`config.mk`:
```
export PLATFORM = sky130hd
export DESIGN_NAME = c_like_token_scanner_top
export DESIGN_NICKNAME = d
export VERILOG_FILES = /design/src/hw/rtl/clts_pkg.sv /design/src/hw/rtl/c_like_token_scanner_top.sv
export SDC_FILE = /design/constraint.sdc
export NUM_CORES = 1
export LEC_CHECK = 0
export ABC_AREA = 1
export BUFFER_PORTS_ARGS = -buffer_cell sky130_fd_sc_hd__buf_2
export CORE_ASPECT_RATIO = 0.6
export CORE_MARGIN = 2
export CORE_UTILIZATION = 48
export CTS_CLUSTER_DIAMETER = 80
export DETAILED_ROUTE_END_ITERATION = 8
export SYNTH_ARGS = -nofsm -noshare
export SYNTH_HDL_FRONTEND = slang
export SYNTH_SLANG_ARGS = --single-unit
```
`constraint.sdc`:
```
create_clock -name i_clk -period 15.4 [get_ports i_clk]
set_clock_uncertainty 0.15 [all_clocks]
set_input_delay 2.31 -clock i_clk [delete_from_list [all_inputs] [get_ports i_clk]]
set_output_delay 2.31 -clock i_clk [all_outputs]
set_load 0.02 [all_outputs]
```
`src/hw/rtl/clts_pkg.sv`:
```
// ============================================================================
// clts_pkg: shared definitions for the C-like token scanner
// Scanner mode codes, token kind codes, keyword table and the record type.
// ============================================================================
package clts_pkg;

    // Default parameter values.
    localparam int MAX_TOKEN_LENGTH_DEF = 255;
    localparam int POSITION_BITS_DEF    = 32;

    // Result queue depth; one accepted byte may push two records.
    localparam int FIFO_DEPTH = 4;

    // Scanner modes.
    localparam logic [2:0] M_IDLE   = 3'd0;
    localparam logic [2:0] M_IDENT  = 3'd1;
    localparam logic [2:0] M_NUMBER = 3'd2;
    localparam logic [2:0] M_STRING = 3'd3;
    localparam logic [2:0] M_SLASH  = 3'd4;
    localparam logic [2:0] M_LINE   = 3'd5;
    localparam logic [2:0] M_BLOCK  = 3'd6;
    localparam logic [2:0] M_BSTAR  = 3'd7;

    // Token kinds.
    localparam logic [3:0] K_KEYWORD  = 4'd0;
    localparam logic [3:0] K_IDENT    = 4'd1;
    localparam logic [3:0] K_NUMBER   = 4'd2;
    localparam logic [3:0] K_OPERATOR = 4'd3;
    localparam logic [3:0] K_DELIM    = 4'd4;
    localparam logic [3:0] K_STRING   = 4'd5;
    localparam logic [3:0] K_LINE     = 4'd6;
    localparam logic [3:0] K_BLOCK    = 4'd7;
    localparam logic [3:0] K_UNKNOWN  = 4'd8;

    localparam int KW_COUNT = 6;

    // Keyword text, first character in the top byte, zero padded.
    localparam logic [47:0] KW_TEXT [KW_COUNT] = '{
        {"int",    24'd0},
        {"float",  8'd0},
        {"if",     32'd0},
        {"else",   16'd0},
        {"while",  8'd0},
        {"return"}
    };

    localparam logic [7:0] KW_LEN [KW_COUNT] = '{8'd3, 8'd5, 8'd2, 8'd4, 8'd5, 8'd6};

    localparam logic [7:0] CH_QUOTE = 8'h22;
    localparam logic [7:0] CH_SLASH = 8'h2F;
    localparam logic [7:0] CH_STAR  = 8'h2A;
    localparam logic [7:0] CH_LF    = 8'h0A;

    typedef struct packed {
        logic [3:0]  kind;
        logic [2:0]  kw;
        logic [31:0] start;
        logic [7:0]  len;
        logic [7:0]  sym;
        logic        unterm;
        logic        last;
    } t_tok;

    function automatic logic is_letter(input logic [7:0] c);
        return c inside {[8'h61:8'h7A], [8'h41:8'h5A]};
    endfunction

    function automatic logic is_numch(input logic [7:0] c);
        return c inside {[8'h30:8'h39], 8'h2E};
    endfunction

    function automatic logic is_space(input logic [7:0] c);
        return c inside {8'h20, [8'h09:8'h0D]};
    endfunction

    // Clear the keyword candidates that disagree with byte c at offset p.
    function automatic logic [KW_COUNT-1:0] match_update(input logic [KW_COUNT-1:0] m,
                                                         input logic [7:0] p,
                                                         input logic [7:0] c);
        logic [KW_COUNT-1:0] r;
        logic [2:0]          q;
        r = m;
        q = p[2:0];
        for (int k = 0; k < KW_COUNT; k++) begin
            if (p >= KW_LEN[k]) begin
                r[k] = 1'b0;
            end else if (KW_TEXT[k][8*(5-q) +: 8] != c) begin
                r[k] = 1'b0;
            end
        end
        return r;
    endfunction

endpackage

```
`src/hw/rtl/c_like_token_scanner_top.sv`:
```
// ============================================================================
// c_like_token_scanner_top: streaming lexer for a small C-like language
// Scans one source byte per request and queues a token record per token.
// ============================================================================
// Usage:
//   The input channel (i_valid / o_ready) carries one source byte per request,
//   with i_end_of_text marking the final byte of a text. The output channel
//   (o_valid / i_ready) carries one token record per request. A byte may close
//   up to two tokens; o_last_of_run marks the final record caused by a byte.
//   The scanner state is updated in the cycle the byte is accepted and the
//   records are written into a four-entry result queue; a record reaches the
//   output port once the records ahead of it are taken. A byte is taken every
//   cycle as long as the queue has room for two records; o_ready therefore
//   drops only when the queue holds more than two records, which happens
//   when the receiver stalls or when bytes close two tokens back to back.
//   Sustained rate is one byte per cycle while o_ready is high; the records
//   of a two-record byte drain at one record per cycle while i_ready is high.
//   Reset returns the scanner to idle, clears the byte offset, the length
//   count and the result queue, and sets all keyword candidates.
// ============================================================================
module c_like_token_scanner_top #(
    parameter int MAX_TOKEN_LENGTH = clts_pkg::MAX_TOKEN_LENGTH_DEF,
    parameter int POSITION_BITS    = clts_pkg::POSITION_BITS_DEF
) (
    input  logic       i_clk,
    input  logic       i_rst_n,
    input  logic       i_valid,
    output logic       o_ready,
    input  logic [7:0] i_char_in,
    input  logic       i_end_of_text,
    output logic       o_valid,
    input  logic       i_ready,
    output logic [3:0] o_token_kind,
    output logic [2:0] o_keyword_index,
    output logic [31:0] o_token_start,
    output logic [7:0] o_token_length,
    output logic [7:0] o_symbol,
    output logic       o_unterminated,
    output logic       o_last_of_run
);
    import clts_pkg::*;

    localparam logic [7:0] LEN_CAP = (MAX_TOKEN_LENGTH < 255) ? 8'(MAX_TOKEN_LENGTH) : 8'd255;
    localparam int PTR_W = $clog2(FIFO_DEPTH);
    localparam int CNT_W = PTR_W + 1;
    localparam logic [CNT_W-1:0] ROOM_LIMIT = CNT_W'(FIFO_DEPTH - 2);

    // Scanner state.
    logic [2:0]               r_mode;
    logic [KW_COUNT-1:0]      r_kwm;
    logic [POSITION_BITS-1:0] r_start;
    logic [7:0]               r_len;
    logic [POSITION_BITS-1:0] r_pos;

    // Result queue.
    t_tok                     r_fifo [FIFO_DEPTH];
    logic [PTR_W-1:0]         r_wr;
    logic [PTR_W-1:0]         r_rd;
    logic [CNT_W-1:0]         r_cnt;

    logic                     accept;
    logic                     pop;

    // Next-state and record values for the byte on the input port.
    logic [2:0]               n_mode;
    logic [KW_COUNT-1:0]      n_kwm;
    logic [POSITION_BITS-1:0] n_start;
    logic [7:0]               n_len;
    t_tok                     rec [2];
    logic [1:0]               rec_n;

    function automatic logic [31:0] to32(input logic [POSITION_BITS-1:0] v);
        logic [POSITION_BITS+31:0] e;
        e = {32'd0, v};
        return e[31:0];
    endfunction

    function automatic logic [7:0] grow(input logic [7:0] l);
        return (l < LEN_CAP) ? l + 8'd1 : l;
    endfunction

    // Record for a token that is still open in mode m.
    function automatic t_tok finish_rec(input logic [2:0] m, input logic [KW_COUNT-1:0] kwm,
                                        input logic [31:0] st, input logic [7:0] ln);
        t_tok t;
        t = '0;
        t.start = st;
        t.len   = ln;
        case (m)
            M_IDENT: begin
                t.kind = K_IDENT;
                // Walk downward so that the lowest matching keyword wins.
                for (int k = KW_COUNT - 1; k >= 0; k--) begin
                    if (kwm[k] && ln == KW_LEN[k]) begin
                        t.kind = K_KEYWORD;
                        t.kw   = 3'(k);
                    end
                end
            end
            M_NUMBER: t.kind = K_NUMBER;
            M_STRING: begin
                t.kind   = K_STRING;
                t.unterm = 1'b1;
            end
            M_SLASH: begin
                t.kind = K_OPERATOR;
                t.sym  = CH_SLASH;
            end
            M_LINE:  t.kind = K_LINE;
            M_BLOCK, M_BSTAR: begin
                t.kind   = K_BLOCK;
                t.unterm = 1'b1;
            end
            default: t.kind = K_UNKNOWN;
        endcase
        return t;
    endfunction

    function automatic t_tok simple_rec(input logic [3:0] kind, input logic [31:0] st,
                                        input logic [7:0] ln, input logic [7:0] sym);
        t_tok t;
        t       = '0;
        t.kind  = kind;
        t.start = st;
        t.len   = ln;
        t.sym   = sym;
        return t;
    endfunction

    always_comb begin
        logic       do_finish;
        logic       do_fresh;
        logic [7:0] c;
        c         = i_char_in;
        n_mode    = r_mode;
        n_kwm     = r_kwm;
        n_start   = r_start;
        n_len     = r_len;
        rec[0]    = '0;
        rec[1]    = '0;
        rec_n     = 2'd0;
        do_finish = 1'b0;
        do_fresh  = 1'b0;

        case (r_mode)
            M_IDENT: begin
                if (is_letter(c) || is_numch(c)) begin
                    n_kwm = match_update(r_kwm, r_len, c);
                    n_len = grow(r_len);
                end else begin
                    do_finish = 1'b1;
                    do_fresh  = 1'b1;
                end
            end
            M_NUMBER: begin
                if (is_numch(c)) begin
                    n_len = grow(r_len);
                end else begin
                    do_finish = 1'b1;
                    do_fresh  = 1'b1;
                end
            end
            M_STRING: begin
                n_len = grow(r_len);
                if (c == CH_QUOTE) begin
                    rec[0] = simple_rec(K_STRING, to32(r_start), n_len, 8'd0);
                    rec_n  = 2'd1;
                    n_mode = M_IDLE;
                end
            end
            M_SLASH: begin
                if (c == CH_SLASH) begin
                    n_len  = grow(r_len);
                    n_mode = M_LINE;
                end else if (c == CH_STAR) begin
                    n_len  = grow(r_len);
                    n_mode = M_BLOCK;
                end else begin
                    do_finish = 1'b1;
                    do_fresh  = 1'b1;
                end
            end
            M_LINE: begin
                if (c == CH_LF) begin
                    rec[0] = simple_rec(K_LINE, to32(r_start), r_len, 8'd0);
                    rec_n  = 2'd1;
                    n_mode = M_IDLE;
                end else begin
                    n_len = grow(r_len);
                end
            end
            M_BLOCK: begin
                n_len = grow(r_len);
                if (c == CH_STAR) begin
                    n_mode = M_BSTAR;
                end
            end
            M_BSTAR: begin
                n_len = grow(r_len);
                if (c == CH_SLASH) begin
                    rec[0] = simple_rec(K_BLOCK, to32(r_start), n_len, 8'd0);
                    rec_n  = 2'd1;
                    n_mode = M_IDLE;
                end else if (c != CH_STAR) begin
                    n_mode = M_BLOCK;
                end
            end
            default: begin
                n_mode   = M_IDLE;
                do_fresh = 1'b1;
            end
        endcase

        // A byte that cannot extend the open token closes it.
        if (do_finish) begin
            rec[0] = finish_rec(r_mode, r_kwm, to32(r_start), r_len);
            rec_n  = 2'd1;
            n_mode = M_IDLE;
        end

        // Scan the byte as the start of a new token.
        if (do_fresh && !is_space(c)) begin
            n_start = r_pos;
            n_len   = 8'd1;
            if (is_letter(c)) begin
                n_kwm  = match_update({KW_COUNT{1'b1}}, 8'd0, c);
                n_mode = M_IDENT;
            end else if (is_numch(c)) begin
                n_mode = M_NUMBER;
            end else if (c == CH_QUOTE) begin
                n_mode = M_STRING;
            end else if (c == CH_SLASH) begin
                n_mode = M_SLASH;
            end else begin
                n_len = r_len;
                n_start = r_start;
                rec[rec_n[0]] = simple_rec(
                    (c inside {8'h2B, 8'h2D, 8'h2A, 8'h3D}) ? K_OPERATOR :
                    (c inside {8'h3B, 8'h2C, 8'h28, 8'h29}) ? K_DELIM : K_UNKNOWN,
                    to32(r_pos), 8'd1, c);
                rec_n = rec_n + 2'd1;
            end
        end

        // End of text flushes whatever is still open.
        if (i_end_of_text && n_mode != M_IDLE) begin
            rec[rec_n[0]] = finish_rec(n_mode, n_kwm, to32(n_start), n_len);
            rec_n  = rec_n + 2'd1;
            n_mode = M_IDLE;
        end

        if (rec_n == 2'd2) begin
            rec[1].last = 1'b1;
        end else if (rec_n == 2'd1) begin
            rec[0].last = 1'b1;
        end
    end

    assign o_ready = (r_cnt <= ROOM_LIMIT);
    assign accept  = i_valid && o_ready;
    assign o_valid = (r_cnt != '0);
    assign pop     = o_valid && i_ready;

    // Scanner state and queue control.
    always_ff @(posedge i_clk) begin
        if (!i_rst_n) begin
            r_mode  <= M_IDLE;
            r_kwm   <= {KW_COUNT{1'b1}};
            r_start <= '0;
            r_len   <= 8'd0;
            r_pos   <= '0;
            r_wr    <= '0;
            r_rd    <= '0;
            r_cnt   <= '0;
        end else begin
            if (accept) begin
                r_mode  <= n_mode;
                r_kwm   <= n_kwm;
                r_start <= n_start;
                r_len   <= n_len;
                r_pos   <= r_pos + POSITION_BITS'(1);
                r_wr    <= r_wr + PTR_W'(rec_n);
            end
            if (pop) begin
                r_rd <= r_rd + PTR_W'(1);
            end
            r_cnt <= r_cnt + (accept ? CNT_W'(rec_n) : CNT_W'(0)) - (pop ? CNT_W'(1) : CNT_W'(0));
        end
    end

    // Queue payload, no reset needed.
    always_ff @(posedge i_clk) begin
        if (accept && rec_n != 2'd0) begin
            r_fifo[r_wr] <= rec[0];
        end
        if (accept && rec_n == 2'd2) begin
            r_fifo[r_wr + PTR_W'(1)] <= rec[1];
        end
    end

    assign o_token_kind    = r_fifo[r_rd].kind;
    assign o_keyword_index = r_fifo[r_rd].kw;
    assign o_token_start   = r_fifo[r_rd].start;
    assign o_token_length  = r_fifo[r_rd].len;
    assign o_symbol        = r_fifo[r_rd].sym;
    assign o_unterminated  = r_fifo[r_rd].unterm;
    assign o_last_of_run   = r_fifo[r_rd].last;

endmodule
```
==> results of run 1 <==
path summary, 6_finish.rpt:
| path | from | endpoint | cells after the start |
|---|---|---|---|
| worst max-delay path | i_char_in[3] | r_fifo[0][12] | 21 |
| worst min-delay path | r_rd[0] | r_rd[0] | 1 |
| worst max register to register | r_mode[0] | r_fifo[0][12] | 20 |
| worst min register to register | r_rd[0] | r_rd[0] | 1 |
routing by layer:
layer | vias to the layer above | GRT usage (%)
met3 | 67 | 11.1
li1 | 8750 | -
met5 | - | 2.36
met2 | 902 | 37.8
met4 | 2 | 4.13
met1 | 8626 | 51.2
registers in the layout (all words and copies together), names as in the netlist, named ones only:
register / count
r_fifo: 228
r_start: 32
r_wr: 2
r_kwm: 6
r_len: 8
r_cnt: 3
r_pos: 32
r_rd: 2
r_mode: 3
metrics by stage:
step | utilization (%) | instances | power, mW
detailed placement | 49.5 | 3081 | 2.10
finish | 51.9 | 3137 | 2.83
global route | 51.9 | 3137 | 2.97
global placement | 49.5 | 3081 | 2.09
CTS | 51.9 | 3137 | 2.82
floorplan | - | 2604 | 1.78
logic make-up after synthesis:
| group | count (synthesis) | share of synthesized area, % |
|---|---|---|
| AOI/OAI and AO/OA | 698 | 19.7 |
| xor gates and xnor gates | 24 | 1.08 |
| adders and majority gates | 16 | 1.07 |
| buffers and inverters | 449 | 9.90 |
| DFF | 318 | 44.4 |
| and+or+nand+nor | 1099 | 23.8 |
layout make-up:
type,instances,area [um2],area share (%)
tap,531,664,3.18
clock buffer,42,858,4.11
clock inverter,14,82.6,0.396
multi-input combinational,1837,8940,42.9
sequential,318,8650,41.5
inverter,301,1140,5.46
timing repair buffer,94,528,2.53
where the power goes:
part | switching [mW] | total, mW | internal, mW
Sequential | 0.0644 | 1.12 | 1.05
Clock | 0.336 | 0.726 | 0.390
Combinational | 0.724 | 0.991 | 0.267
layout by cell type (no fill, tap or decap), drive strengths merged, types with 6 or more instances in the layout:
master    n
o211ai    7
nor4      6
clkinv   18
xor2     22
inv     297
nand4    21
clkbuf   42
nand2   565
nor3     37
nor2    325
o21ai   437
nand3   138
a22oi    36
ha       15
edfxtp  228
dfxtp    90
a21oi   115
o22ai    87
buf      94
==> flow_summary.ini, run 1 <==
[synthesis]
synth_cell_types = 48
yosysMostFrequentCell = nand2_1
synth_edf_count = 228
synthesis.area_mm2 = 0.0195
synth-seq-area-share_pct = 44.4
synth_top_area_share_pct = 35.2
synth_common_cells = 549 x nand2_1, 309 x nor2_1, 268 x inv_1
avgSynthCellArea_um2 = 7.48
synth_top_cell_by_area = edfxtp_1
async_reset_ff_share_pct = 0
synth_nets = 2633
synth-warning-count = 0
synth_seq_cells = 318
synthCells = 2604
synthTopCellsByArea = edfxtp_1 35%, nand2_1 11%, dfxtp_1 9.3%
synth_ff_type = edfxtp_1

[clock_network]
cts_sinks = 318
root_buffer = clkbuf_16
clk_path_buf_depth = 3
ctsHtreeMaxLevel = 1
ctsHoldBuffers = 0
tritoncts = built
post-cts-setup-buffer-count = 0
clk_latency_ps = 590
clkTransAtPathRegs_ps = 60
post_cts_resized = 0
cts_buffers = 31

[timing]
slew_headroom_pct = 29.3
period_share_pct = 48.9
fmax_mhz = 133
rsz0062_at_grt = no
tightest_slew_ps = 1050
finalSetupTns_ps = 0
period_needed_ps = 7520
drv_slew = 0
setup_viol = 0
fin_ws_ps = 7880
whs_ps = 330
finalHoldViolCount = 0

[layout]
drive_gt1_share_pct = 9.32
fin_nets = 2612
design_area_mm2 = 0.0209
syn_to_final_growth_pct = 7.16
antennaDiodeCount = 0
nFillCells = 3920

[setup_path]
start_kind = input pin
crit_arrival_ps = 7600
critPathKind = in2reg
path_max_fanout = 37
required_ps = 15480
cpPeakStageDelay_ps = 590
cp_cell_sequence = buf_2, inv_1, nor2_1, nand2_1, nor2_2, nand2_1, o21ai_0, o21bai_1, nor2_4, inv_2, ha_1, o21ai_2, inv_2, nand2_4, nand2_4, inv_1, nand2_1, nand2_1, nand2_1, nand2_2, buf_4
cp_num_buf_inv = 6
ff2ff_setup_slack_ps = 9280
cp_top_family = simple AND/OR/NAND/NOR gates
cp-end-kind = flop
cp_slowest_cell = inv_2
path_common_cell = nand2_1

[routing]
dr.pass1.iters = 6
route.met3.wl_um = 8910
totalWireLength_um = 66800
wl_per_cell_um = 21.3
wl_met1_um = 33000
antenna_left = 0
drtIter0Drc = 2426
via_per_inst = 5.85
drc_errors = 0
top_layer = met5
met2WireLength_um = 24000
vias = 18347

[die]
die_w_um = 264
io_pins = 72
rows = 57
die_height_um = 160
core_area_mm2 = 0.0402
die_area_mm2 = 0.0422
initial_utilization_pct = 48.4

[placed_design]
gp_congestion = 0.983
dp_slack_ps = 7390
dp_hpwl_um = 46600
io_buffers = 71
place_area_mm2 = 0.0199

[power_and_ir_drop]
power.density_mw_per_mm2 = 136
ir_drop_mv = 0.142
p_leak_nw = 8.27

[grt]
grt_max_degree = 93
grt_pass1_wl_um = 101000
grt_usage_pct = 31.0
antenna_found_initial = 1
first_global_vias = 16147
grt-ovfl-total = 0

[outcome]
status = complete, no violations

[flow_run]
drv_cap = 0

[min_path]
hp-class = reg2reg
Power figures use the tool's default switching activity.
==> inputs of run 2 (changes only) <==
clock period = 7.22 ns   (was 15.4 ns; I/O delays follow)
==> flow_summary.ini, run 2 (same netlist as run 1, synthesis figures left out) <==
[clock_network]
cts_buffers = 34
post-cts-setup-buffer-count = 0
post_cts_resized = 0
clk_latency_ps = 540
ctsHoldBuffers = 0
tritoncts = built
root_buffer = clkbuf_16
ctsHtreeMaxLevel = 2
cts_sinks = 318
clkTransAtPathRegs_ps = 60
clk_path_buf_depth = 3

[power_and_ir_drop]
p_int_mw = 3.82
power.density_mw_per_mm2 = 297
switching_share_pct = 39.3
totalPowerFinal_mw = 6.29
combPwrFrac_pct = 34.6
power_frac_clock_pct = 27.7
p_leak_nw = 8.42
pwr-share-seq_pct = 37.7
ir_drop_mv = 0.201
switching_power_mw = 2.47

[timing]
finalSetupTns_ps = 0
period_share_pct = 74.8
fmax_mhz = 185
tightest_slew_ps = 1080
drv_slew = 0
setup_viol = 0
period_needed_ps = 5400
rsz0062_at_grt = no
finalHoldViolCount = 0
slew_headroom_pct = 27.3
whs_ps = 326

[layout]
regMostFlops = r_fifo
syn_to_final_growth_pct = 8.87
reg.largest.list = r_fifo (228), r_pos (32), r_start (32)
nFillCells = 3822
most-common-layout-cells = 545 x nand2_1, 309 x nor2_1, 267 x inv_1
register_area_mm2 = 0.00865
multi_input_area_mm2 = 0.00894
largest_register_ffs = 228
drive_gt1_share_pct = 9.87
fin_nets = 2630
final_common_cell = nand2_1
design_area_mm2 = 0.0212
antennaDiodeCount = 0

[outcome]
status = complete, no violations

[die]
die_w_um = 264
io_pins = 72
die_area_mm2 = 0.0422
rows = 57
die_height_um = 160
core_area_mm2 = 0.0402
initial_utilization_pct = 48.4

[routing]
totalWireLength_um = 68800
via_per_inst = 5.88
wl_per_cell_um = 21.8
antenna_left = 0
vias = 18561
drtIter0Drc = 2519
drc_errors = 0
dr.pass1.iters = 6

[grt]
first_global_vias = 16356
antenna_found_initial = 0
grt_pass1_wl_um = 104000
grt_usage_pct = 32.3
grt_max_degree = 92
grt-ovfl-total = 0

[setup_path]
crit_arrival_ps = 5630
start_kind = input pin
required_ps = 7450
cp-end-kind = flop
path_max_fanout = 36
critPathKind = in2reg

[placed_design]
io_buffers = 71
place_area_mm2 = 0.0201
dp_hpwl_um = 48600
gp_congestion = 1.01

[flow_run]
drv_cap = 0

[min_path]
hp-class = reg2reg
run 2: cell count changes in the layout (fill, tap and decap cells not counted), moves of 3 or more:
cell,change
buf_4,+8
buf_12,+7
clkbuf_1,+4
clkbuf_16,+4
clkinv_2,-4
clkbuf_8,-3
run 2: worst max-delay path, cell delays in order:
cell and delay, ps:
buf_2 210, inv_1 430, nor2_1 80, nand2_1 160
nor2_2 100, nand2_1 250, o21ai_0 240, o21bai_1 290
nor2_4 180, inv_2 50, buf_4 290, nor2_2 160
inv_2 60, nor2_4 400, buf_4 400, a22oi_1 100
o21ai_0 870, nand2_1 110, o21ai_1 130
run 2: final timing paths:
check	start	endpoint	slack [ps]	depth (start not counted)
worst max-delay path	i_char_in[3]	r_fifo[3][24]	1820	19
worst max register to register	r_mode[0]	r_fifo[1][54]	2350	19
worst min-delay path	r_rd[0]	r_rd[0]	330	1
worst min register to register	r_rd[0]	r_rd[0]	330	1
run 2: power groups by stage:
stage | Sequential, mW | Clock, mW | Combinational [mW]
floorplan | 2.36 | 0 | 1.43
global route | 2.39 | 1.83 | 2.38
global placement | 2.40 | 0 | 2.12
CTS | 2.36 | 1.76 | 2.13
finish | 2.37 | 1.74 | 2.17
detailed placement | 2.40 | 0 | 2.13
run 2: area by class of cell:
type / instances / share of cell area, %
clock buffers: 46 / 4.37
flip-flops and latches: 318 / 40.8
clock inverters: 14 / 0.691
repair buffers: 109 / 3.43
inverters: 301 / 5.37
multi-input cells: 1837 / 42.2
well taps: 531 / 3.13
run 2: routing by layer:
layer	routed length (um)	up-vias	GRT usage (%)	part of all wire, %
li1	-	8786	-	-
met1	33700	8754	54.1	49
met2	24500	975	38.8	36
met3	10100	46	11.6	15
met4	535	0	3.56	0.78
met5	0	-	0	0
run 2: through the flow:
stage / instances / setup slack [ps] / utilization, %
after floorplan: 2604 / 1700 / -
after global placement: 3096 / 1700 / 50.0
after detailed placement: 3096 / 1610 / 50.0
after CTS: 3156 / 2160 / 52.7
after global routing: 3156 / 1720 / 52.7
final: 3156 / 1820 / 52.7
==> inputs of run 3 (changes only) <==
clock period = 5.3 ns   (was 7.22 ns; I/O delays follow)
==> flow_summary.ini, run 3 (same netlist as run 1, synthesis figures left out) <==
[setup_path]
start_kind = input pin
rr_startpoint = r_mode[0]
cpPeakStageDelay_ps = 370
crit_start = i_char_in[7]
cp_slowest_cell = fa_1
r2r-end = r_cnt[2]
cp_num_buf_inv = 9
ff2ff_setup_slack_ps = 1090
required_ps = 5590
crit_arrival_ps = 4730
cp-end-kind = flop
path_max_fanout = 11
critPathKind = in2reg
reg2reg_depth = 26
cp_top_family = simple AND/OR/NAND/NOR gates
cp.depth = 26

[layout]
syn_to_final_growth_pct = 9.30
final_cell_count_no_fill = 3180
most-common-layout-cells = 545 x nand2_1, 309 x nor2_1, 267 x inv_1
antennaDiodeCount = 0
final_common_cell = nand2_1
reg.largest.list = r_fifo (228), r_pos (32), r_start (32)
fin_nets = 2653
largest_register_ffs = 228
regMostFlops = r_fifo
drive_gt1_share_pct = 10.5

[clock_network]
ctsHoldBuffers = 0
tritoncts = built
post-cts-setup-buffer-count = 0
clk_path_buf_depth = 3
ctsHtreeMaxLevel = 1
clk_latency_ps = 590
cts_sinks = 318
root_buffer = clkbuf_16
cts_buffers = 31
post_cts_resized = 0
clkTransAtPathRegs_ps = 70

[die]
die_w_um = 264
die_height_um = 160
core_area_mm2 = 0.0402
io_pins = 72
die_area_mm2 = 0.0422
rows = 57
initial_utilization_pct = 48.4

[grt]
grt_pass1_wl_um = 104000
antenna_found_initial = 1
grt-ovfl-total = 0
grt_max_degree = 88
grt_usage_pct = 32.0
first_global_vias = 16664

[power_and_ir_drop]
combPwrFrac_pct = 36.7
switching_share_pct = 40.2
switching_power_mw = 3.37
p_int_mw = 5.00
p_leak_nw = 8.50
ir_drop_mv = 0.325
pwr-share-seq_pct = 38.3
power_frac_clock_pct = 25.0
power.density_mw_per_mm2 = 393

[routing]
antenna_left = 0
route.met3.wl_um = 8200
dr.pass1.iters = 6
met2WireLength_um = 25300
wl_met1_um = 33800
drc_errors = 0
top_layer = met5
via_per_inst = 5.84
vias = 18573
wl_per_cell_um = 21.4
totalWireLength_um = 68000
drtIter0Drc = 2330

[timing]
whs_ps = 331
tightest_slew_ps = 935
rsz0062_at_grt = no
fmax_mhz = 225
finalHoldViolCount = 0
period_needed_ps = 4440
drv_slew = 0
setup_viol = 0
slew_headroom_pct = 37.1
finalSetupTns_ps = 0
period_share_pct = 83.8

[min_path]
min-delay-start = r_rd[0]
hold_depth = 1
hp-class = reg2reg

[placed_design]
dp_cells = 3122
io_buffers = 71
gp_congestion = 1.01
dp_hpwl_um = 48000

[flow_run]
drv_cap = 0

[outcome]
status = complete, no violations
run 3: cell count changes in the layout (fill, tap and decap cells not counted), sizes merged:
cell and change:
clkbuf -2, clkinv +4, clkinvlp -1, bufinv -2
buf +26, inv -1
run 3: area by class of cell:
cell class / instances / area [um2]
Fill cell: 3942 / 18900
Inverter: 301 / 1140
Sequential cell: 318 / 8650
Clock buffer: 44 / 845
Multi-Input combinational cell: 1837 / 8940
Tap cell: 531 / 664
Timing Repair Buffer: 135 / 961
Clock inverter: 14 / 83.8
run 3: power by group through the flow:
stage,Clock [mW],Combinational [mW],Sequential [mW]
CTS,2.11,3.01,3.20
global route,2.23,3.33,3.23
floorplan,0,1.95,3.21
detailed placement,0,3.01,3.25
finish,2.09,3.07,3.21
global placement,0,2.99,3.25
run 3: metal layers:
metal,vias to the layer above,track usage (%)
met3,54,7.79
met5,-,0
met2,923,40.9
li1,8820,-
met1,8774,54.0
met4,2,3.93
run 3: per-stage QoR:
step           power [mW]  instance area, um2  worst slack (ps)  utilization, %
3_5_place_dp         6.26               20400               378            50.6
3_3_place_gp         6.24               20400               462            50.6
6_report             8.37               21300               858            52.9
2_1_floorplan        5.17               19500              69.9               -
4_1_cts              8.33               21300               984            52.9
5_1_grt              8.79               21300               560            52.9
run 3: how the worst max path moves through the flow:
stage,end,slack (ps)
finish,r_cnt[2],860
global placement,r_cnt[2],460
detailed placement,r_cnt[2],380
CTS,r_cnt[2],980
floorplan,r_fifo[1][0],70
global route,r_cnt[2],560
